File: src/sv/laplacian_highpass_3x3_unit_assert.svh
// ----------------------------------------------------------------------------
// Laplacian high-pass assertion macros
// Shorthand for the concurrent checks at the end of the top level.
// ----------------------------------------------------------------------------
`ifndef LAPLACIAN_HIGHPASS_3X3_UNIT_ASSERT_SVH
`define LAPLACIAN_HIGHPASS_3X3_UNIT_ASSERT_SVH

// Same-cycle implication, disabled during reset.
`define LHP_ASSERT_SAME(label, clk, rst, ante, cons, msg) \
  label: assert property (@(posedge clk) disable iff (rst) (ante) |-> (cons)) \
    else $error(msg);

// Next-cycle implication, disabled during reset.
`define LHP_ASSERT_NEXT(label, clk, rst, ante, cons, msg) \
  label: assert property (@(posedge clk) disable iff (rst) (ante) |=> (cons)) \
    else $error(msg);

`endif

File: src/sv/lhp_pkg.sv
// ----------------------------------------------------------------------------
// Laplacian high-pass package
// Shared widths, register codes, reset values and the position flag bundle.
// ----------------------------------------------------------------------------
package lhp_pkg;

  localparam int PIX_W         = 8;
  localparam int WIDTH_REG_W   = 11;
  localparam int HEIGHT_REG_W  = 12;
  localparam int CFG_DATA_W    = 12;
  localparam int CFG_IDX_W     = 1;
  localparam int ROW_W         = 13;   // input row runs to height+1 while draining
  localparam int MAX_WIDTH_DEF = 1024;
  localparam int SUM_W         = 13;

  localparam logic [WIDTH_REG_W-1:0]  RESET_WIDTH  = 11'd640;
  localparam logic [HEIGHT_REG_W-1:0] RESET_HEIGHT = 12'd480;

  // (sum + 2032) >> 4 is sum/16 centered on 127
  localparam logic signed [SUM_W-1:0] ROUND_OFFSET = 13'sd2032;

  typedef enum logic [CFG_IDX_W-1:0] {
    REG_IMAGE_WIDTH  = 1'b0,
    REG_IMAGE_HEIGHT = 1'b1
  } lhp_reg_t;

  // Where an output position sits in the frame
  typedef struct packed {
    logic emit;
    logic up;
    logic down;
    logic left;
    logic right;
    logic eor;
    logic eof;
  } lhp_pos_t;

endpackage

File: src/sv/lhp_ctrl.sv
// ----------------------------------------------------------------------------
// Laplacian high-pass position control
// Configuration registers plus the input and output position counters.
// ----------------------------------------------------------------------------
module lhp_ctrl #(
  parameter int MAX_WIDTH = lhp_pkg::MAX_WIDTH_DEF,
  localparam int CW = $clog2(MAX_WIDTH),
  localparam int EW = $clog2(MAX_WIDTH + 1)
) (
  input  logic                            clk,
  input  logic                            rst,
  input  logic                            cfg_we,
  input  logic [lhp_pkg::CFG_IDX_W-1:0]   cfg_index,
  input  logic [lhp_pkg::CFG_DATA_W-1:0]  cfg_data,
  input  logic                            accept,
  input  logic                            flush,
  output logic                            take,
  output logic                            drain,
  output logic [CW-1:0]                   col,
  output lhp_pkg::lhp_pos_t               pos
);

  logic [lhp_pkg::WIDTH_REG_W-1:0]  cfg_width;
  logic [lhp_pkg::HEIGHT_REG_W-1:0] cfg_height;
  logic [CW-1:0]                    in_col;
  logic [lhp_pkg::ROW_W-1:0]        in_row;
  logic [CW-1:0]                    out_col;
  logic [lhp_pkg::HEIGHT_REG_W-1:0] out_row;

  logic [EW-1:0]                    eff_w;
  logic [lhp_pkg::HEIGHT_REG_W-1:0] eff_h;
  logic                             col_last;

  // clamp width to 3..MAX_WIDTH, height 0 acts as 1
  always_comb begin
    if (cfg_width < 11'd3) begin
      eff_w = EW'(3);
    end else if ({2'b00, cfg_width} > 13'(MAX_WIDTH)) begin
      eff_w = EW'(MAX_WIDTH);
    end else begin
      eff_w = EW'(cfg_width);
    end
    eff_h = (cfg_height == '0) ? 12'd1 : cfg_height;
  end

  assign drain    = in_row >= {1'b0, eff_h};
  assign take     = accept && (drain || !flush);
  assign col      = in_col;
  assign col_last = (EW'(in_col) + EW'(1)) >= eff_w;

  always_comb begin
    pos.emit  = (in_row >= 13'd2) || ((in_row == 13'd1) && (in_col != '0));
    pos.up    = out_row != '0;
    pos.down  = ({1'b0, out_row} + 13'd1) < {1'b0, eff_h};
    pos.left  = out_col != '0;
    pos.eor   = (EW'(out_col) + EW'(1)) >= eff_w;
    pos.right = !pos.eor;
    pos.eof   = pos.eor && !pos.down;
  end

  always_ff @(posedge clk) begin
    if (rst) begin
      cfg_width  <= lhp_pkg::RESET_WIDTH;
      cfg_height <= lhp_pkg::RESET_HEIGHT;
      in_col     <= '0;
      in_row     <= '0;
      out_col    <= '0;
      out_row    <= '0;
    end else if (cfg_we) begin
      unique case (lhp_pkg::lhp_reg_t'(cfg_index))
        lhp_pkg::REG_IMAGE_WIDTH: begin
          cfg_width <= cfg_data[lhp_pkg::WIDTH_REG_W-1:0];
        end
        lhp_pkg::REG_IMAGE_HEIGHT: begin
          cfg_height <= cfg_data[lhp_pkg::HEIGHT_REG_W-1:0];
        end
        default: begin
        end
      endcase
      in_col  <= '0;
      in_row  <= '0;
      out_col <= '0;
      out_row <= '0;
    end else if (take) begin
      if (pos.emit && pos.eof) begin
        // last output of the frame: restart everything
        in_col  <= '0;
        in_row  <= '0;
        out_col <= '0;
        out_row <= '0;
      end else begin
        if (col_last) begin
          in_col <= '0;
          in_row <= in_row + 13'd1;
        end else begin
          in_col <= in_col + CW'(1);
        end
        if (pos.emit) begin
          if (pos.eor) begin
            out_col <= '0;
            out_row <= out_row + 12'd1;
          end else begin
            out_col <= out_col + CW'(1);
          end
        end
      end
    end
  end

endmodule

File: config.mk
export PLATFORM = sky130hd
export DESIGN_NAME = lhp_ctrl
export DESIGN_NICKNAME = d
export VERILOG_FILES = /design/src/sv/laplacian_highpass_3x3_unit_assert.svh /design/src/sv/lhp_pkg.sv /design/src/sv/lhp_ctrl.sv
export SDC_FILE = /design/constraint.sdc
export NUM_CORES = 1
export LEC_CHECK = 0
export ABC_CLOCK_PERIOD_IN_PS = 3200
export BUFFER_PORTS_ARGS = -buffer_cell sky130_fd_sc_hd__buf_2
export CAP_MARGIN = 5
export CORE_ASPECT_RATIO = 0.5
export CORE_MARGIN = 2
export CORE_UTILIZATION = 37
export DETAILED_ROUTE_END_ITERATION = 10
export SYNTH_ARGS = -nofsm -noshare
export SYNTH_HDL_FRONTEND = slang
export SYNTH_SLANG_ARGS = --single-unit
File: constraint.sdc
create_clock -name clk -period 3.2 [get_ports clk]
set_input_delay 0.48 -clock clk [delete_from_list [all_inputs] [get_ports clk]]
set_output_delay 0.48 -clock clk [all_outputs]
set_load 0.01 [all_outputs]
### After elaboration in Yosys (flattened, before gate mapping)

Cells that the tools add are included.
Widths: inputs -> output; s select.

* logic and storage cells: 57
* register bits after elaboration: 68
* output and inout bits: 19

* $lt $le $gt $ge: 7
* reductions and logical operators: 22
* equality and inequality tests: 1
* $add $sub $neg: 7
* muxes and demuxes: 13
* bitwise logic cells: 1

Operators with widths (count)
* $mux 10: 5
* $mux 12: 4
* $mux 13: 2
* $add 10x1->11 const B: 2
* $ge 11x11->1: 2
* $mux 11: 2
* $add 10x1->10 const B: 2
* $reduce_bool 10->1: 2
* $add 12x1->13 const B: 1
* $add 13x1->13 const B: 1
* $eq 13x1->1 const B: 1
* $ge 13x12->1: 1
* $ge 13x2->1 const B: 1
* $lt 13x12->1: 1
* $add 12x1->12 const B: 1
* $logic_not 12->1: 1
* $reduce_bool 12->1: 1
* $gt 11x11->1 const B: 1
* $lt 11x2->1 const B: 1
* $reduce_and 2->1: 4
* $reduce_bool 2->1: 3
* $logic_and 1x1->1: 4
* $logic_not 1->1: 3
* $reduce_and 3->1: 1
* 3 further kinds: 4

### Logic depth before layout (Yosys ltp)

* depth in word-level cells: 8
* depth in mapped cells: 15

### Worst setup path before layout

Ideal clock, no wire load.

* path type: register to output
* start point: reg out_row[2] (netlist bit)
* end point: out pos[0] (netlist bit)
* path slack: -0.264 ns
* buffers on the path: 1
* data required time: 2.720 ns
* cell stages (with the launch flop): 13
* arrival time: 2.984 ns
* cell sequence: dfxtp_1 > and3_1 > nand3_1 > or2_2 > xnor2_1 > ha_1 > and3_1 > a221o_1 > a2111oi_4 > o21ai_2 > clkbuf_1 > inv_1 > nor2_1

RTL lines
* start: declaration: line lhp_ctrl.sv:28 `logic [lhp_pkg::HEIGHT_REG_W-1:0] out_row;`
* start signal: assignment: line lhp_ctrl.sv:101 `out_row <= out_row + 12'd1;`
* end: declaration: line lhp_ctrl.sv:20 `output lhp_pkg::lhp_pos_t pos`

==> summary.md <==
| Metric | Value |
|---|---|
| Status | `finished with violations` |
| Failing checks | `negative setup slack` |
| Worst Hold Class | `primary input to flop` |
| First-pass GRT wire length | `21200 um` |
| GRT overflow | `0` |
| Cell Pwr Density | `347 nW/um^2` |
| Post-synth ARST share | `0%` |
| Register area | `1380 sq um` |
| CTS Root Cell | `clkbuf_16` |
| Setup crit end | `pos[0]` |
| Post-Syn Nets | `648` |
| Clock Skew | `0.00682 ns` |
| Final setup margin | `-0.245 ns` |
| Pwr Total | `2160 uW` |
| RR Startpoint | `out_row[0]$_SDFFE_PP0P_` |
| Crit path DAT | `2.97 ns` |
| Routed WL | `13400 um` |
| Yosys top cell area share | `29.7%` |
| Critical Path RT | `2.72 ns` |
| Cell taking the most area after synthesis | `dfxtp_1` |
| Hold_buf cts | `0` |
| Largest net degree at the start of global routing | `32` |
| Die Width | `162 um` |
| I/O pin cnt | `37` |
| Max FO, Critical Path | `4` |
| Die Ht | `82.8 um` |
| Share of cells above drive strength 1 | `29.3%` |
| Die area | `13400 sq um` |
| Design Area, Final | `6240 sq um` |
| Top post-synthesis cells by area | `dfxtp_1 30%, ha_1 15%, nand2_1 7.4%` |
| CTS sink cnt | `68` |
| H-tree depth | `3` |
| Number of global-route vias before repair | `4325` |
| Dpl ws | `-0.138 ns` |
| Drt pass-1 iters | `4` |
| Critical path launch point | `out_row[0]$_SDFFE_PP0P_` |
| Total number of vias | `4597` |
| Avg Vias per Cell | `5.33` |
| Critical Path End Type | `output port` |
| Final min period | `3.45 ns` |
| Mapped Cells | `576` |
| Endpoints failing setup | `19` |
| Mean Syn Cell Area | `7.97 sq um` |
| Worst reg2reg path endpoint | `in_row[9]$_SDFFE_PP0P_` |
| # rows | `28` |
| Post-route ant nets | `0` |
| Initial drt markers | `244` |
| Max Clock Freq | `290 MHz` |
| # DRC | `0` |
| Initial Util | `38.4%` |
| Maximum capacitance violations | `0` |
| TritonCTS Buffers | `9` |
| Area after DPL | `5470 sq um` |
| Max-Slew Margin vs Limit | `52.0%` |
| Fin crit share | `108%` |
| Clk slew on worst S/H paths | `0.06 ns` |
| Setup TNS Final | `-2.91 ns` |
| Synth Warn # | `0` |
| Wire per inst | `15.6 um` |
| RSZ-0062 raised after global routing | `true` |
| Prevailing post-synth register cell | `dfxtp_1` |
| Peak VDD IR | `186 uV` |
| Core area | `11900 sq um` |
| Post-DP HPWL | `9630 um` |
| Filler Cell Count | `1133` |
| CTS tree | `done` |
| Buffer depth of the longest clock path | `2` |
| IO buf count | `36` |
| Antenna diodes | `0` |
| Sequential area share after synthesis | `29.7%` |
| EDFF count, synth | `0` |
| P&R area growth vs syn | `36.0%` |
| Final hold violations | `0` |
| Critical path class | `flop to output port` |
| Worst skew pair latency | `0.33 ns` |
| Final Max Slew Viols | `0` |
| R2R cell count | `13` |
| Worst Setup Start Kind | `flop` |
| Unique masters post-synth | `54` |
| Initial antenna violation count | `0` |
| Leak | `0.00275 uW` |
| GPL Wtd Cong | `0.849` |
| Nets | `764` |
| Worst-margin pin slew | `0.720 ns` |
| Setup slack, reg-to-reg | `-0.21 ns` |
| Synthesized cell area | `4590 sq um` |
| GRT Overall Usage | `20.2%` |
| Synth Register Bits | `68` |
| Area of the multi-input gates | `3360 sq um` |
## report_power, final
part / internal [uW] / switching [uW] / leakage [uW]
Combinational: 79.2 / 118 / 0.00204
Clock: 686 / 408 / 0.000148
Sequential: 859 / 14.4 / 0.000556
Total: 1620 / 540 / 0.00275
## through the flow
stage          hold WS [ns]  utilization [%]  std cells
2_1_floorplan         0.436                -        576
3_3_place_gp          0.452             45.8        828
3_5_place_dp          0.458             45.8        828
4_1_cts               0.372             49.9        851
5_1_grt               0.384             52.2        862
6_report              0.381             52.2        862
## per-layer routing
metal	wire, um	part of all wire [%]	global-route usage (%)
met5	0	0	0
met2	6250	46	34.4
met1	6560	49	26.4
met3	504	3.7	4.20
met4	133	0.99	5.63
## worst min path at each step
stage / startpoint / to / slack (ns) / cells past startpoint
after global placement: cfg_height[0]$_SDFFE_PP0P_ / cfg_height[0]$_SDFFE_PP0P_ / 0.45 / 2
after CTS: cfg_data[11] / cfg_height[11]$_SDFFE_PP0P_ / 0.37 / 3
after floorplan: cfg_height[0]$_SDFFE_PP0P_ / cfg_height[0]$_SDFFE_PP0P_ / 0.44 / 2
after global routing: cfg_data[11] / cfg_height[11]$_SDFFE_PP0P_ / 0.38 / 3
after detailed placement: cfg_width[1]$_SDFFE_PP0P_ / cfg_width[1]$_SDFFE_PP0P_ / 0.46 / 2
final: cfg_data[11] / cfg_height[11]$_SDFFE_PP0P_ / 0.38 / 3
## worst max-delay path: stages (launching register included)
cell and delay, ns:
dfxtp_4 0.37, and3_4 0.20, nand3_4 0.08, or2_4 0.28, xnor2_2 0.13, ha_1 0.29
a21o_1 0.17, a221o_1 0.36, a2111oi_4 0.36, o21ai_4 0.12, inv_2 0.11, nor2_2 0.04
buf_2 0.13
## kinds of logic (layout without fill, tap and decap cells)
family | after synthesis | in the layout | share of synthesized area, %
AO/OA/AOI/OAI | 125 | 125 | 17.9
XOR/XNOR | 34 | 34 | 6.49
adder cells (fa/ha/maj) | 54 | 54 | 14.7
buffers and inverters | 48 | 169 | 3.93
flip-flops | 68 | 68 | 29.7
multiplexers | 2 | 2 | 0.436
AND/OR/NAND/NOR | 245 | 245 | 26.8
## layout by cell type, fill, tap and decap left out, types with 7 or more instances in the layout
cell type,synthesis,routed
and3_1,23,19
xor2_1,18,15
o21ai_0,18,18
nor2_1,33,27
dfxtp_1,68,61
nand2_1,91,90
clkbuf_16,0,9
buf_2,0,36
nor4_1,11,7
ha_1,54,52
a21oi_1,51,47
nand4_1,13,13
a22oi_1,8,8
inv_1,28,26
buf_4,0,82
nand3b_1,18,18
xnor2_1,16,13
nand3_1,21,14
## cell usage after synthesis, drive strengths merged (3+ instances only)
cell and n:
a211oi 5, nand3b 18, nor2 33, and2 4, nand2b 6, inv 28
ha 54, or2 3, o21ai 20, and3 23, xor2 18, or3 4
a22o 4, nor4 11, dfxtp 68, nor3 7, or4 3, a32oi 4
o31ai 6, nand2 91, nand4b 3, nor2b 4, nand4 13, a21oi 51
a21o 5, nand3 21, a22oi 8, a31oi 5, clkbuf 18, xnor2 16
## timing repair
item / in CTS / in global routing
buffers inserted: 7 / 10
pin swaps: 14 / 16
gates cloned: 0 / 1
endpoints found under the setup margin: 39 / 40
resized for setup: 27 / 39
## state kept, by name, indices dropped and copies added (netlist names)
name        count
col            10
cfg_height     12
cfg_width      11
out_col        10
in_row         13
out_row        12
## layout make-up
type | instances | area share (%)
clock inverters | 7 | 1.60
inverters | 29 | 1.74
repair buffers | 124 | 13.8
well taps | 165 | 3.31
multi-input cells | 460 | 53.8
flip-flops and latches | 68 | 22.1
clock buffers | 9 | 3.61
Note: power is estimated with default switching activity, not from simulation.
