**config.mk**
```make
export PLATFORM = sky130hd
export DESIGN_NAME = lhp_window
export DESIGN_NICKNAME = d
export VERILOG_FILES = /design/src/sv/laplacian_highpass_3x3_unit_assert.svh /design/src/sv/lhp_pkg.sv /design/src/sv/lhp_window.sv
export SDC_FILE = /design/constraint.sdc
export NUM_CORES = 1
export LEC_CHECK = 0
export BUFFER_PORTS_ARGS = -buffer_cell sky130_fd_sc_hd__buf_2
export CORE_MARGIN = 4
export CORE_UTILIZATION = 38
export CTS_CLUSTER_SIZE = 20
export DETAILED_ROUTE_END_ITERATION = 8
export GPL_TIMING_DRIVEN = 0
export MAX_ROUTING_LAYER = met4
export SYNTH_ARGS = -nofsm -noshare
export SYNTH_HDL_FRONTEND = slang
export SYNTH_SLANG_ARGS = --single-unit
```
**constraint.sdc**
```tcl
create_clock -name clk -period 21 [get_ports clk]
set_input_delay 3.15 -clock clk [delete_from_list [all_inputs] [get_ports clk]]
set_output_delay 3.15 -clock clk [all_outputs]
set_load 0.01 [all_outputs]
```
**src/sv/laplacian_highpass_3x3_unit_assert.svh**
```systemverilog
// ----------------------------------------------------------------------------
// Laplacian high-pass assertion macros
// Shorthand for the concurrent checks at the end of the top level.
// ----------------------------------------------------------------------------
`ifndef LAPLACIAN_HIGHPASS_3X3_UNIT_ASSERT_SVH
`define LAPLACIAN_HIGHPASS_3X3_UNIT_ASSERT_SVH

// Same-cycle implication, disabled during reset.
`define LHP_ASSERT_SAME(label, clk, rst, ante, cons, msg) \
  label: assert property (@(posedge clk) disable iff (rst) (ante) |-> (cons)) \
    else $error(msg);

// Next-cycle implication, disabled during reset.
`define LHP_ASSERT_NEXT(label, clk, rst, ante, cons, msg) \
  label: assert property (@(posedge clk) disable iff (rst) (ante) |=> (cons)) \
    else $error(msg);

`endif

```
**src/sv/lhp_pkg.sv**
```systemverilog
// ----------------------------------------------------------------------------
// Laplacian high-pass package
// Shared widths, register codes, reset values and the position flag bundle.
// ----------------------------------------------------------------------------
package lhp_pkg;

  localparam int PIX_W         = 8;
  localparam int WIDTH_REG_W   = 11;
  localparam int HEIGHT_REG_W  = 12;
  localparam int CFG_DATA_W    = 12;
  localparam int CFG_IDX_W     = 1;
  localparam int ROW_W         = 13;   // input row runs to height+1 while draining
  localparam int MAX_WIDTH_DEF = 1024;
  localparam int SUM_W         = 13;

  localparam logic [WIDTH_REG_W-1:0]  RESET_WIDTH  = 11'd640;
  localparam logic [HEIGHT_REG_W-1:0] RESET_HEIGHT = 12'd480;

  // (sum + 2032) >> 4 is sum/16 centered on 127
  localparam logic signed [SUM_W-1:0] ROUND_OFFSET = 13'sd2032;

  typedef enum logic [CFG_IDX_W-1:0] {
    REG_IMAGE_WIDTH  = 1'b0,
    REG_IMAGE_HEIGHT = 1'b1
  } lhp_reg_t;

  // Where an output position sits in the frame
  typedef struct packed {
    logic emit;
    logic up;
    logic down;
    logic left;
    logic right;
    logic eor;
    logic eof;
  } lhp_pos_t;

endpackage

```
**src/sv/lhp_window.sv**
```systemverilog
// ----------------------------------------------------------------------------
// Laplacian high-pass window and kernel
// 3x3 pixel window and the masked center-8 / neighbor -1 sum with clamp.
// ----------------------------------------------------------------------------
module lhp_window (
  input  logic                      clk,
  input  logic                      shift,
  input  logic [lhp_pkg::PIX_W-1:0] older_q,
  input  logic [lhp_pkg::PIX_W-1:0] newer_q,
  input  logic [lhp_pkg::PIX_W-1:0] incoming,
  input  lhp_pkg::lhp_pos_t         pos,
  output logic [lhp_pkg::PIX_W-1:0] pixel
);

  logic [lhp_pkg::PIX_W-1:0]        win [3][3];
  logic signed [lhp_pkg::SUM_W-1:0] sum;
  logic signed [lhp_pkg::SUM_W-1:0] biased;
  logic [2:0]                       row_ok;
  logic [2:0]                       col_ok;

  always_ff @(posedge clk) begin
    if (shift) begin
      for (int r = 0; r < 3; r++) begin
        win[r][0] <= win[r][1];
        win[r][1] <= win[r][2];
      end
      win[0][2] <= older_q;
      win[1][2] <= newer_q;
      win[2][2] <= incoming;
    end
  end

  assign row_ok = {pos.down, 1'b1, pos.up};
  assign col_ok = {pos.right, 1'b1, pos.left};

  always_comb begin
    sum = $signed({2'b00, win[1][1], 3'b000});
    for (int r = 0; r < 3; r++) begin
      for (int c = 0; c < 3; c++) begin
        if (!(r == 1 && c == 1) && row_ok[r] && col_ok[c]) begin
          sum = sum - $signed({5'b00000, win[r][c]});
        end
      end
    end
    biased = sum + lhp_pkg::ROUND_OFFSET;
    // a non-negative 13-bit value shifted by 4 never exceeds 255
    pixel = biased[lhp_pkg::SUM_W-1] ? '0 : biased[11:4];
  end

endmodule
```
## Word-level counts from Yosys, hierarchy flattened

Memory sizes are Yosys's and may differ from the RTL's.
Cells that the tools add are included.
Widths: inputs -> output; s select.

- Bits in registers: 0
- Bits in latches: 0
- Memory bits (writable): 72
- Bits in read-only memories: 0
- Input bits: 33
- Word-level logic and storage cells: 25
- Memories: 1

- $add $sub $neg: 9
- $mul: 0
- Divide/modulo/power cells: 0
- Magnitude comparators: 0
- Eq/ne operators: 0
- Shifts and indexed selects: 0
- Multiplexer cells: 11
- Bitwise gates (word level): 0
- Reductions and logical operators: 4

Memory list:

| memory | depth | width | read ports | clocked after Yosys merged registers in | wr ports | line | RTL |
|---|---|---|---|---|---|---|---|
| win | 3 | 24 | 3 | 0 | 3 | lhp_window.sv:15 | `logic [lhp_pkg::PIX_W-1:0] win [3][3];` |

Operators with widths:

| kind | count |
|---|---|
| $mux 13 | 8 |
| $sub 13x9->13 | 7 |
| $add 13x12->13 const B | 1 |
| $sub 11x8->12 | 1 |
| $mux 8 | 1 |
| $logic_and 1x1->1 | 4 |
| $mux 1 | 2 |

## Longest topological paths before layout

Gate-level depths: netlist of the first run.
An unclocked memory read counts as a cell.

- Depth in word-level cells: 19
- Depth in mapped cells: 48
- Mapped depth without buffers: 46

## Worst setup path after synthesis of the first run

Ideal clock, no wire load.

- Kind: input port to output port
- From: in pos[3] (netlist bit)
- To: out pixel[2] (netlist bit)
- Data arrival time: 11.635 ns
- Required time: 17.850 ns
- Path slack: 6.215 ns
- Stages: 43
- Path through: buf_2 -> buf_1 -> nand2_1 -> clkbuf_1 -> nor2_1 -> ha_1 -> nor2b_1 -> o21ai_0 -> nand2b_1 -> xor2_1 -> mux2_2 -> ha_1 -> xnor2_1 -> nand2_1 -> a31oi_1 -> ha_1 -> a21boi_0 -> nor3_1 -> [... 7 more ...] -> inv_1 -> ha_1 -> or3_1 -> a21oi_1 -> a21oi_1 -> ha_1 -> o21a_1 -> o31a_1 -> o21ai_0 -> a21boi_0 -> nor3_1 -> a21o_1 -> ha_1 -> a2111oi_0 -> maj3_1 -> nor2b_1 -> nor4_4 -> nor3_1

- Longest elaborated chain between the ends: 18

Ends and longest elaborated chain:

| element | line | RTL |
|---|---|---|
| start: declaration | lhp_window.sv:11 | `input lhp_pkg::lhp_pos_t pos,` |
| $logic_and 1x1->1 | lhp_window.sv:40 | `if (!(r == 1 && c == 1) && row_ok[r] && col_ok[c]) begin` |
| $mux 13 | lhp_window.sv:40 |  |
| $sub 13x9->13 | lhp_window.sv:41 | `sum = sum - $signed({5'b00000, win[r][c]});` |
| $mux 13 | lhp_window.sv:40 |  |
| $sub 13x9->13 | lhp_window.sv:41 |  |
| $mux 13 | lhp_window.sv:40 |  |
| $sub 13x9->13 | lhp_window.sv:41 |  |
| $mux 13 | lhp_window.sv:40 |  |
| [... 2 more ...] | n/a |  |
| $sub 13x9->13 | lhp_window.sv:41 |  |
| $mux 13 * | lhp_window.sv:40 |  |
| $sub 13x9->13 | lhp_window.sv:41 |  |
| $mux 13 * | lhp_window.sv:40 |  |
| $sub 13x9->13 | lhp_window.sv:41 |  |
| $mux 13 * | lhp_window.sv:40 |  |
| $add 13x12->13 * | lhp_window.sv:45 | `biased = sum + lhp_pkg::ROUND_OFFSET;` |
| $mux 8 * | lhp_window.sv:47 | `pixel = biased[lhp_pkg::SUM_W-1] ? '0 : biased[11:4];` |
| end: declaration | lhp_window.sv:12 | `output logic [lhp_pkg::PIX_W-1:0] pixel` |

Mark *: on every way between the ends. The rest lies on a longest branch, timed or not.

## Worst setup path after layout of the first run

- From: in pos[3] (netlist bit)
- To: out pixel[4] (netlist bit)

Same word-level chain as after synthesis.

==> impl_metrics.json, run 1 <==
{
  "status": "finished, final reports clean",
  "cts_tree": "done",
  "ys_warn_count": 0,
  "initial_core_util_pct": 39.0,
  "synthCells": 708,
  "drive_above_1_share_pct": 11.6,
  "yosysMostFrequentCell": "inv_1",
  "routed_wl_um": 13700,
  "p_total_w": 0.000800,
  "cp.arrival_ps": 13440,
  "hold_viol_final": 0,
  "cp.required_ps": 17850,
  "synthArstFlopShare_pct": 0,
  "gp_congestion": 0.862,
  "top_regs": "win: 72 flops",
  "final.setup_skew_ps": 5.36,
  "rsz0062_at_grt": "no",
  "p_leak_nw": 3.11,
  "grtUsageMet2_pct": 23.5,
  "syn-num-nets": 809,
  "synth_commonest_cells": "inv_1, edfxtp_1, ha_1, nand2_1, o21ai_0",
  "layout_setup_ws_ps": 4410,
  "largest_register_ffs": 72,
  "final_area_um2": 7260,
  "post-dp-hpwl_um": 11000,
  "fin_tns_setup_ps": 0,
  "pin_count": 41,
  "antenna_found_initial": 0,
  "synth_seq_cells": 72,
  "postRouteAntennaNets": 0,
  "use_met3_pct": 2.72,
  "rows": 47,
  "clockRootBuffer": "clkbuf_16",
  "dr.pass1.iters": 5,
  "hp-class": "flop to flop",
  "setup_viol_count_final": 0,
  "max_stage_delay_ps": 510,
  "peakVddDrop_v": 0.000115,
  "die_y_um": 139,
  "cts_sinks": 72,
  "synth_area_leader_cell": "edfxtp_1",
  "clkTransAtPathRegs_ps": 50,
  "area_growth_pct": 11.7,
  "slew_headroom_pct": 34.6,
  "yosys_most_used_dff": "edfxtp_1",
  "viasPerCell": 5.10,
  "synth_area_per_cell_um2": 9.18,
  "maxCapViolCount": 0,
  "fin_crit_ps": 16590,
  "placed_cells": 964,
  "synth_top_area_share_pct": 33.3,
  "fillerInstances": 1654,
  "grt_pass1_vias": 4747,
  "grt_max_degree": 53,
  "grt_use_met1_pct": 20.2,
  "crit_path_end_kind": "output port",
  "fp.dieW_um": 139,
  "busiest_layer": "met2",
  "seq_area_um2": 2160,
  "post-cts-setup-buffers": 0,
  "ys_seq_area_share_pct": 33.3,
  "cts_buffer_depth": 2,
  "worst_slew_pin_slew_ps": 979,
  "synthTopCellsByArea": "edfxtp_1, ha_1, xnor2_1, inv_1, o21ai_0",
  "die_area_um2": 19300,
  "htreeDepth": 3,
  "gr-total-overflow": 0,
  "numPortBuffers": 35,
  "cpMaxStageDelayCell": "a2111oi_0",
  "grtUsageTotal_pct": 15.2,
  "antennaDiodeCount": 0,
  "cts_made_buffers": 9,
  "stdcell_count": 979,
  "grt_pass1_wl_um": 23200,
  "dr_total_vias": 4997,
  "critical_path.most_common_cell": "ha_1",
  "nNetsFinal": 856,
  "drc": 0,
  "core_area_um2": 16600,
  "drv_slew": 0,
  "power.density_nw_per_um2": 110,
  "top_register": "win",
  "cts_resized": 0,
  "syn_area_um2": 6500,
  "cts_hold_buf": 0,
  "ys_types": 74,
  "insertion_delay_ps": 340,
  "place_area_um2": 6980,
  "dpl_worst_slack_ps": 4330,
  "finalCritPeriodShare_pct": 79.0,
  "wire_per_inst_um": 14.0,
  "drtIter0Drc": 276,
  "worst_setup_path_start_kind": "input pin",
  "clock.fmax_mhz": 60.3,
  "crit_type": "input pin to output port",
  "synth-edff-count": 72,
  "multiInputGateArea_um2": 3980,
  "crit_fanout": 10
}
-- routing by layer --
layer,share of wire [%],vias to the layer above
met5,0,-
met4,1.6,0
met3,2.5,14
met2,44,50
met1,52,2273
li1,-,2660
-- cells by family after synthesis --
| logic type | after synthesis | share of synthesized area (%) |
|---|---|---|
| flops | 72 | 33.3 |
| compound gates | 191 | 19.4 |
| xor+xnor | 53 | 7.93 |
| buf+inv | 94 | 5.53 |
| simple gates | 210 | 16.7 |
| mux | 19 | 3.27 |
| fa+ha+maj | 69 | 13.9 |
-- worst paths after layout --
path | start | end | slack [ps] | depth (start not counted)
setup / recovery | pos[3] | pixel[4] | 4410 | 49
hold / removal | win[0][5] | win[0][13] | 450 | 0
setup reg to reg | win[0][33] | win[0][41] | 20200 | 0
hold reg to reg | win[0][5] | win[0][13] | 450 | 0
-- through the flow --
stage,util [%],hold WS [ps]
global route,43.6,461
global placement,41.7,429
floorplan,-,420
finish,43.6,447
detailed placement,41.9,435
CTS,43.6,449
-- report_power, final --
group          total (W)  switching, W  leakage [nW]  internal (W)
registers       0.000176    0.00000598         0.705      0.000170
logic           0.000477      0.000265          2.27      0.000212
clock network   0.000146     0.0000563         0.140     0.0000902
-- cell type report --
type	count	area share [%]
Sequential cell	72	29.8
Inverter	82	4.24
Buffer	12	0.707
Tap cell	220	3.79
Multi-Input combinational cell	542	54.8
Clock buffer	10	3.16
Clock inverter	5	0.672
Timing Repair Buffer	36	2.83
-- worst max-delay path: cells and delay by family --
family | cells | cell delay (ps)
AO/OA/AOI/OAI | 14 | 2710
multiplexers | 3 | 900
AND/OR/NAND/NOR | 15 | 2380
XOR/XNOR | 3 | 510
buffers and inverters | 6 | 1300
adder cells (fa/ha/maj) | 8 | 2460
-- cell usage in the layout, fill, tap and decap left out, types with 4 or more instances in the layout --
master / instances
buf_2: 36
nand2b_1: 14
a21o_1: 14
a21oi_1: 43
mux2i_1: 10
edfxtp_1: 72
o21a_1: 15
or3_1: 7
xnor2_1: 39
and3_1: 5
nand2_1: 61
a211oi_1: 6
nor2b_1: 16
ha_1: 62
o21ai_0: 50
a21boi_0: 8
or2_2: 5
or4_1: 4
xor2_1: 9
a211o_1: 5
mux2_2: 8
a31oi_1: 7
nor4_1: 5
nor2_1: 39
o31a_1: 5
nand3_1: 6
clkbuf_1: 9
clkbuf_16: 9
inv_1: 81
and2_1: 4
o211ai_1: 4
nor3_1: 27
o31ai_1: 5
fa_1: 6
No activity file was read; power rests on OpenSTA's default activity.
==> inputs of run 2 (changes only) <==
--- a/config.mk
+++ b/config.mk
@@ -5,6 +5,7 @@
 export SDC_FILE = /design/constraint.sdc
 export NUM_CORES = 1
 export LEC_CHECK = 0
+export ABC_AREA = 1
 export BUFFER_PORTS_ARGS = -buffer_cell sky130_fd_sc_hd__buf_2
 export CORE_MARGIN = 4
 export CORE_UTILIZATION = 38
==> constraint.sdc (replaced) <==
create_clock -name clk -period 17.2 [get_ports clk]
set_input_delay 2.58 -clock clk [delete_from_list [all_inputs] [get_ports clk]]
set_output_delay 2.58 -clock clk [all_outputs]
set_load 0.01 [all_outputs]
==> run 2 against run 1 <==
Compared with the run above: routed wire length increased by 1.9%; synthesized area increased by 2.3%; largest cell class unchanged; worst setup slack got worse by 1600 ps; combinational power decreased by 2%; synthesized cell count increased by 30%; register-to-register slack got worse by 3800 ps.
==> impl_metrics.json, run 2 <==
{
  "status": "finished, final reports clean",
  "final_cell_mix": "nand2_1, inv_1, edfxtp_1, nand3_1, ha_1",
  "layout_setup_ws_ps": 2840,
  "grt_pass1_vias": 5473,
  "cts_sinks": 72,
  "pin_count": 41,
  "synth_area_leader_cell": "edfxtp_1",
  "fin_tns_setup_ps": 0,
  "drive_above_1_share_pct": 11.9,
  "finalCritPeriodShare_pct": 83.5,
  "synthArstFlopShare_pct": 0,
  "holdCritStartpoint": "win[0][27]",
  "crit_fanout": 10,
  "power_frac_clock_pct": 20.5,
  "yosys_most_used_dff": "edfxtp_1",
  "pwr-share-seq_pct": 25.1,
  "synth_top_area_share_pct": 32.5,
  "slew_headroom_pct": 66.6,
  "fin_util_pct": 42.9,
  "core_area_um2": 17200,
  "hold_viol_final": 0,
  "top_regs": "win: 72 flops",
  "max_stage_delay_ps": 500,
  "drtIter0Drc": 246,
  "placed_cells": 1177,
  "intPower_w": 0.000488,
  "drv_slew": 0,
  "power.density_nw_per_um2": 116,
  "layout_commonest_cell": "nand2_1",
  "final.setup_skew_ps": 6.60,
  "viasPerCell": 4.74,
  "cts_resized": 0,
  "grtUsageTotal_pct": 15.5,
  "post-cts-setup-buffers": 0,
  "cts_tree": "done",
  "cts_hold_buf": 0,
  "worst_setup_path_start_kind": "input pin",
  "postRouteAntennaNets": 0,
  "reg2reg_to": "win[0][45]",
  "nNetsFinal": 1064,
  "dpl_worst_slack_ps": 2860,
  "switchingPower_w": 0.000371,
  "largest_register_ffs": 72,
  "rrSetupSlack_ps": 16390,
  "cts_buffer_depth": 2,
  "p_leak_nw": 3.78,
  "cp.arrival_ps": 11780,
  "htreeDepth": 3,
  "min_path_cells": 0,
  "r2r_start": "win[0][37]",
  "initial_core_util_pct": 38.6,
  "insertion_delay_ps": 350,
  "crit_path_end_kind": "output port",
  "ys_types": 36,
  "rr_worst_depth": 0,
  "clockRootBuffer": "clkbuf_16",
  "synth_commonest_cells": "nand2_1, inv_1, edfxtp_1, nand3_1, ha_1",
  "syn_area_um2": 6650,
  "antennaDiodeCount": 0,
  "grt_max_degree": 67,
  "numPortBuffers": 34,
  "setup_viol_count_final": 0,
  "hp-class": "flop to flop",
  "switching_share_pct": 43.2,
  "syn-num-nets": 1018,
  "p_comb_share_pct": 54.4,
  "cp.required_ps": 14620,
  "yosysMostFrequentCell": "nand2_1",
  "dr.pass1.iters": 5,
  "stdcell_count": 1193,
  "dr_total_vias": 5651,
  "fin_crit_ps": 14360,
  "rsz0062_at_grt": "no",
  "hold_path_end": "win[0][35]",
  "clkTransAtPathRegs_ps": 60,
  "ys_seq_area_share_pct": 32.5,
  "grt_pass1_wl_um": 24400,
  "critical_path.most_common_cell": "nand2_1",
  "ys_warn_count": 0,
  "synth_seq_cells": 72,
  "synth_area_per_cell_um2": 7.25,
  "die_y_um": 140,
  "synthCells": 917,
  "crit_type": "input pin to output port",
  "drc": 0,
  "gr-total-overflow": 0,
  "die_area_um2": 19700,
  "clock.fmax_mhz": 69.7,
  "top_register": "win",
  "antenna_found_initial": 0,
  "post-dp-hpwl_um": 11200,
  "fillerInstances": 1757,
  "wire_per_inst_um": 11.7,
  "cpMaxStageDelayCell": "fa_1",
  "rows": 48,
  "maxCapViolCount": 0,
  "fp.dieW_um": 140,
  "whs_ps": 448,
  "area_growth_pct": 11.3,
  "synth-edff-count": 72,
  "routed_wl_um": 13900,
  "cts_made_buffers": 9,
  "worst_slew_pin_slew_ps": 496,
  "peakVddDrop_v": 0.0000696,
  "synthTopCellsByArea": "edfxtp_1, nand2_1, ha_1, inv_1, nand3_1",
  "gp_congestion": 0.855
}
-- run 2: cell count changes after synthesis, moves of 12 or more --
cell and delta:
a21o_1 -12, inv_1 +79, nand2_1 +192, nand2_2 +21
nand2b_1 -14, nand3_1 +65, nor2_1 +21, nor2_2 +12
nor2b_1 -16, nor3_1 -22, o21a_1 -12, xnor2_1 -28
-- run 2: kinds of logic (layout without fill, tap and decap cells) --
family,after synthesis,in the layout,share of synthesized area [%]
AOI/OAI and AO/OA,118,118,9.62
and+or+nand+nor,458,458,30.9
adders and majority gates,68,68,13.5
xor gates and xnor gates,27,27,3.56
buffers and inverters,174,225,9.97
DFF,72,72,32.5
-- run 2: power groups by stage --
stage / registers [W] / clock network [W] / logic [W]
after floorplan: 0.000216 / 0 / 0.000374
after global placement: 0.000219 / 0 / 0.000462
after detailed placement: 0.000219 / 0 / 0.000469
after CTS: 0.000216 / 0.000181 / 0.000472
after global routing: 0.000217 / 0.000188 / 0.000545
final: 0.000216 / 0.000177 / 0.000468
-- run 2: critical path, delay by kind of cell --
kind / cells / cell delay (ps)
XOR/XNOR: 2 / 310
adder cells (fa/ha/maj): 9 / 3280
AO/OA/AOI/OAI: 9 / 2380
buffers and inverters: 9 / 1060
AND/OR/NAND/NOR: 21 / 2150
-- run 2: worst max path at each step --
| stage | from | end | depth (start not counted) |
|---|---|---|---|
| CTS | pos[5] | pixel[1] | 50 |
| floorplan | pos[3] | pixel[0] | 49 |
| finish | pos[5] | pixel[1] | 50 |
| detailed placement | pos[3] | pixel[1] | 50 |
| global route | pos[5] | pixel[0] | 50 |
| global placement | pos[5] | pixel[4] | 50 |
-- run 2: area by class of cell --
class | instances | area [um2] | share of cell area (%)
multi-input cells | 671 | 3820 | 51.7
flip-flops and latches | 72 | 2160 | 29.2
inverters | 165 | 619 | 8.37
well taps | 225 | 282 | 3.80
clock buffers | 9 | 225 | 3.04
repair buffers | 35 | 200 | 2.70
clock inverters | 7 | 46.3 | 0.625
plain buffers | 9 | 43.8 | 0.592
-- run 2: routing by layer --
layer | global-route usage, % | share of wire (%)
met5 | - | 0
met4 | 5.25 | 1.7
met3 | 1.98 | 3.3
met2 | 24.9 | 46
met1 | 20.2 | 49
-- run 2: per-stage QoR --
| stage | cell area [um2] | power (W) |
|---|---|---|
| 4_1_cts | 7400 | 0.000870 |
| 3_3_place_gp | 7100 | 0.000681 |
| 3_5_place_dp | 7130 | 0.000689 |
| 5_1_grt | 7400 | 0.000950 |
| 2_1_floorplan | 6650 | 0.000590 |
| 6_report | 7400 | 0.000860 |
==> inputs of run 3 (changes only) <==
==> constraint.sdc (replaced) <==
create_clock -name clk -period 14.5 [get_ports clk]
set_input_delay 2.175 -clock clk [delete_from_list [all_inputs] [get_ports clk]]
set_output_delay 2.175 -clock clk [all_outputs]
set_load 0.01 [all_outputs]
==> run 3 against run 2 <==
Compared with the run above: sequential power up 19%; highest routed layer unchanged; largest cell class unchanged; first-iteration DRC count down 0.81%; final cell count about the same.
==> impl_metrics.json, run 3 (synthesis results as in run 2) <==
{
  "seq_area_um2": 2160,
  "grtUsageTotal_pct": 15.5,
  "drv_slew": 0,
  "cp.required_ps": 12320,
  "post-cts-setup-buffers": 0,
  "dr_total_vias": 5662,
  "final_area_um2": 7400,
  "initial_core_util_pct": 38.6,
  "top_regs": "win: 72 flops",
  "fillerInstances": 1759,
  "drive_above_1_share_pct": 11.9,
  "postRouteAntennaNets": 0,
  "cts_made_buffers": 9,
  "gp_congestion": 0.855,
  "cts_sinks": 72,
  "routed_wl_um": 13900,
  "pin_count": 41,
  "worst_slew_pin_slew_ps": 507,
  "grt_max_degree": 67,
  "cts_tree": "done",
  "viasPerCell": 4.75,
  "area_growth_pct": 11.3,
  "largest_register_ffs": 72,
  "rsz0062_at_grt": "no",
  "clockRootBuffer": "clkbuf_16",
  "finalCritPeriodShare_pct": 92.4,
  "cts_buffer_depth": 2,
  "peakVddDrop_v": 0.0000826,
  "fin_crit_ps": 13400,
  "fin_tns_setup_ps": 0,
  "hold_viol_final": 0,
  "power.density_nw_per_um2": 138,
  "cts_resized": 0,
  "die_area_um2": 19700,
  "setup_viol_count_final": 0,
  "critical_path.most_common_cell": "nand2_1",
  "htreeDepth": 3,
  "grt_pass1_vias": 5473,
  "clkTransAtPathRegs_ps": 50,
  "antenna_found_initial": 0,
  "crit_fanout": 12,
  "max_stage_delay_ps": 500,
  "numPortBuffers": 34,
  "cpMaxStageDelayCell": "fa_1",
  "drtIter0Drc": 244,
  "slew_headroom_pct": 65.9,
  "wire_per_inst_um": 11.7,
  "grt_pass1_wl_um": 24400,
  "clock.fmax_mhz": 74.6,
  "layout_setup_ws_ps": 1100,
  "core_area_um2": 17200,
  "post-dp-hpwl_um": 11200,
  "nNetsFinal": 1063,
  "layout_commonest_cell": "nand2_1",
  "maxCapViolCount": 0,
  "antennaDiodeCount": 0,
  "cp.arrival_ps": 11230,
  "insertion_delay_ps": 350,
  "multiInputGateArea_um2": 3820,
  "dpl_worst_slack_ps": 971,
  "worst_setup_path_start_kind": "input pin",
  "die_y_um": 140,
  "p_leak_nw": 3.78,
  "final.setup_skew_ps": 6.08,
  "crit_path_end_kind": "output port",
  "fp.dieW_um": 140,
  "cts_hold_buf": 0,
  "crit_type": "input pin to output port",
  "hp-class": "flop to flop",
  "dr.pass1.iters": 5,
  "gr-total-overflow": 0,
  "drc": 0,
  "place_area_um2": 7130,
  "status": "finished, final reports clean",
  "rows": 48,
  "final_cell_mix": "nand2_1, inv_1, edfxtp_1, nand3_1, ha_1",
  "top_register": "win"
}
[run 3: path summary, 6_finish.rpt]
kind                      to  cells after the start  slack (ps)  startpoint
setup reg to reg  win[0][45]                      0       13670  win[0][37]
setup / recovery    pixel[1]                     49        1100      pos[5]
hold / removal    win[0][66]                      0         450  win[0][58]
hold reg to reg   win[0][66]                      0         450  win[0][58]
[run 3: layout make-up]
cell class	instances	share of cell area, %
Tap cell	225	3.81
Clock buffer	9	3.04
Sequential cell	72	29.2
Timing Repair Buffer	35	2.71
Inverter	165	8.37
Clock inverter	7	0.626
Multi-Input combinational cell	671	51.7
Buffer	8	0.541
[run 3: routing by layer]
metal	track usage (%)	part of all wire, %
met1	20.2	50
met2	24.9	46
met3	1.98	2.4
met4	5.25	1.9
met5	-	0
[run 3: metrics by stage]
stage          std cells  utilization [%]  hold slack (ps)  total power, W
2_1_floorplan        917                -              420        0.000699
3_3_place_gp        1176             41.2              430        0.000808
3_5_place_dp        1177             41.4              431        0.000817
4_1_cts             1193             42.9              449         0.00103
5_1_grt             1192             42.9              455         0.00113
6_report            1192             42.9              447         0.00102
[run 3: power by group]
| group | switching (W) | leakage, nW | internal, W |
|---|---|---|---|
| clock | 0.0000944 | 0.129 | 0.000115 |
| sequential | 0.00000915 | 0.705 | 0.000247 |
| combinational | 0.000338 | 2.95 | 0.000217 |
| total | 0.000442 | 3.78 | 0.000579 |
[run 3: critical path: cells and delay by family]
kind,cells,cell delay [ps]
adders and majority gates,9,3280
and+or+nand+nor,21,2140
buffers and inverters,8,890
AOI/OAI and AO/OA,9,2400
xor gates and xnor gates,2,310
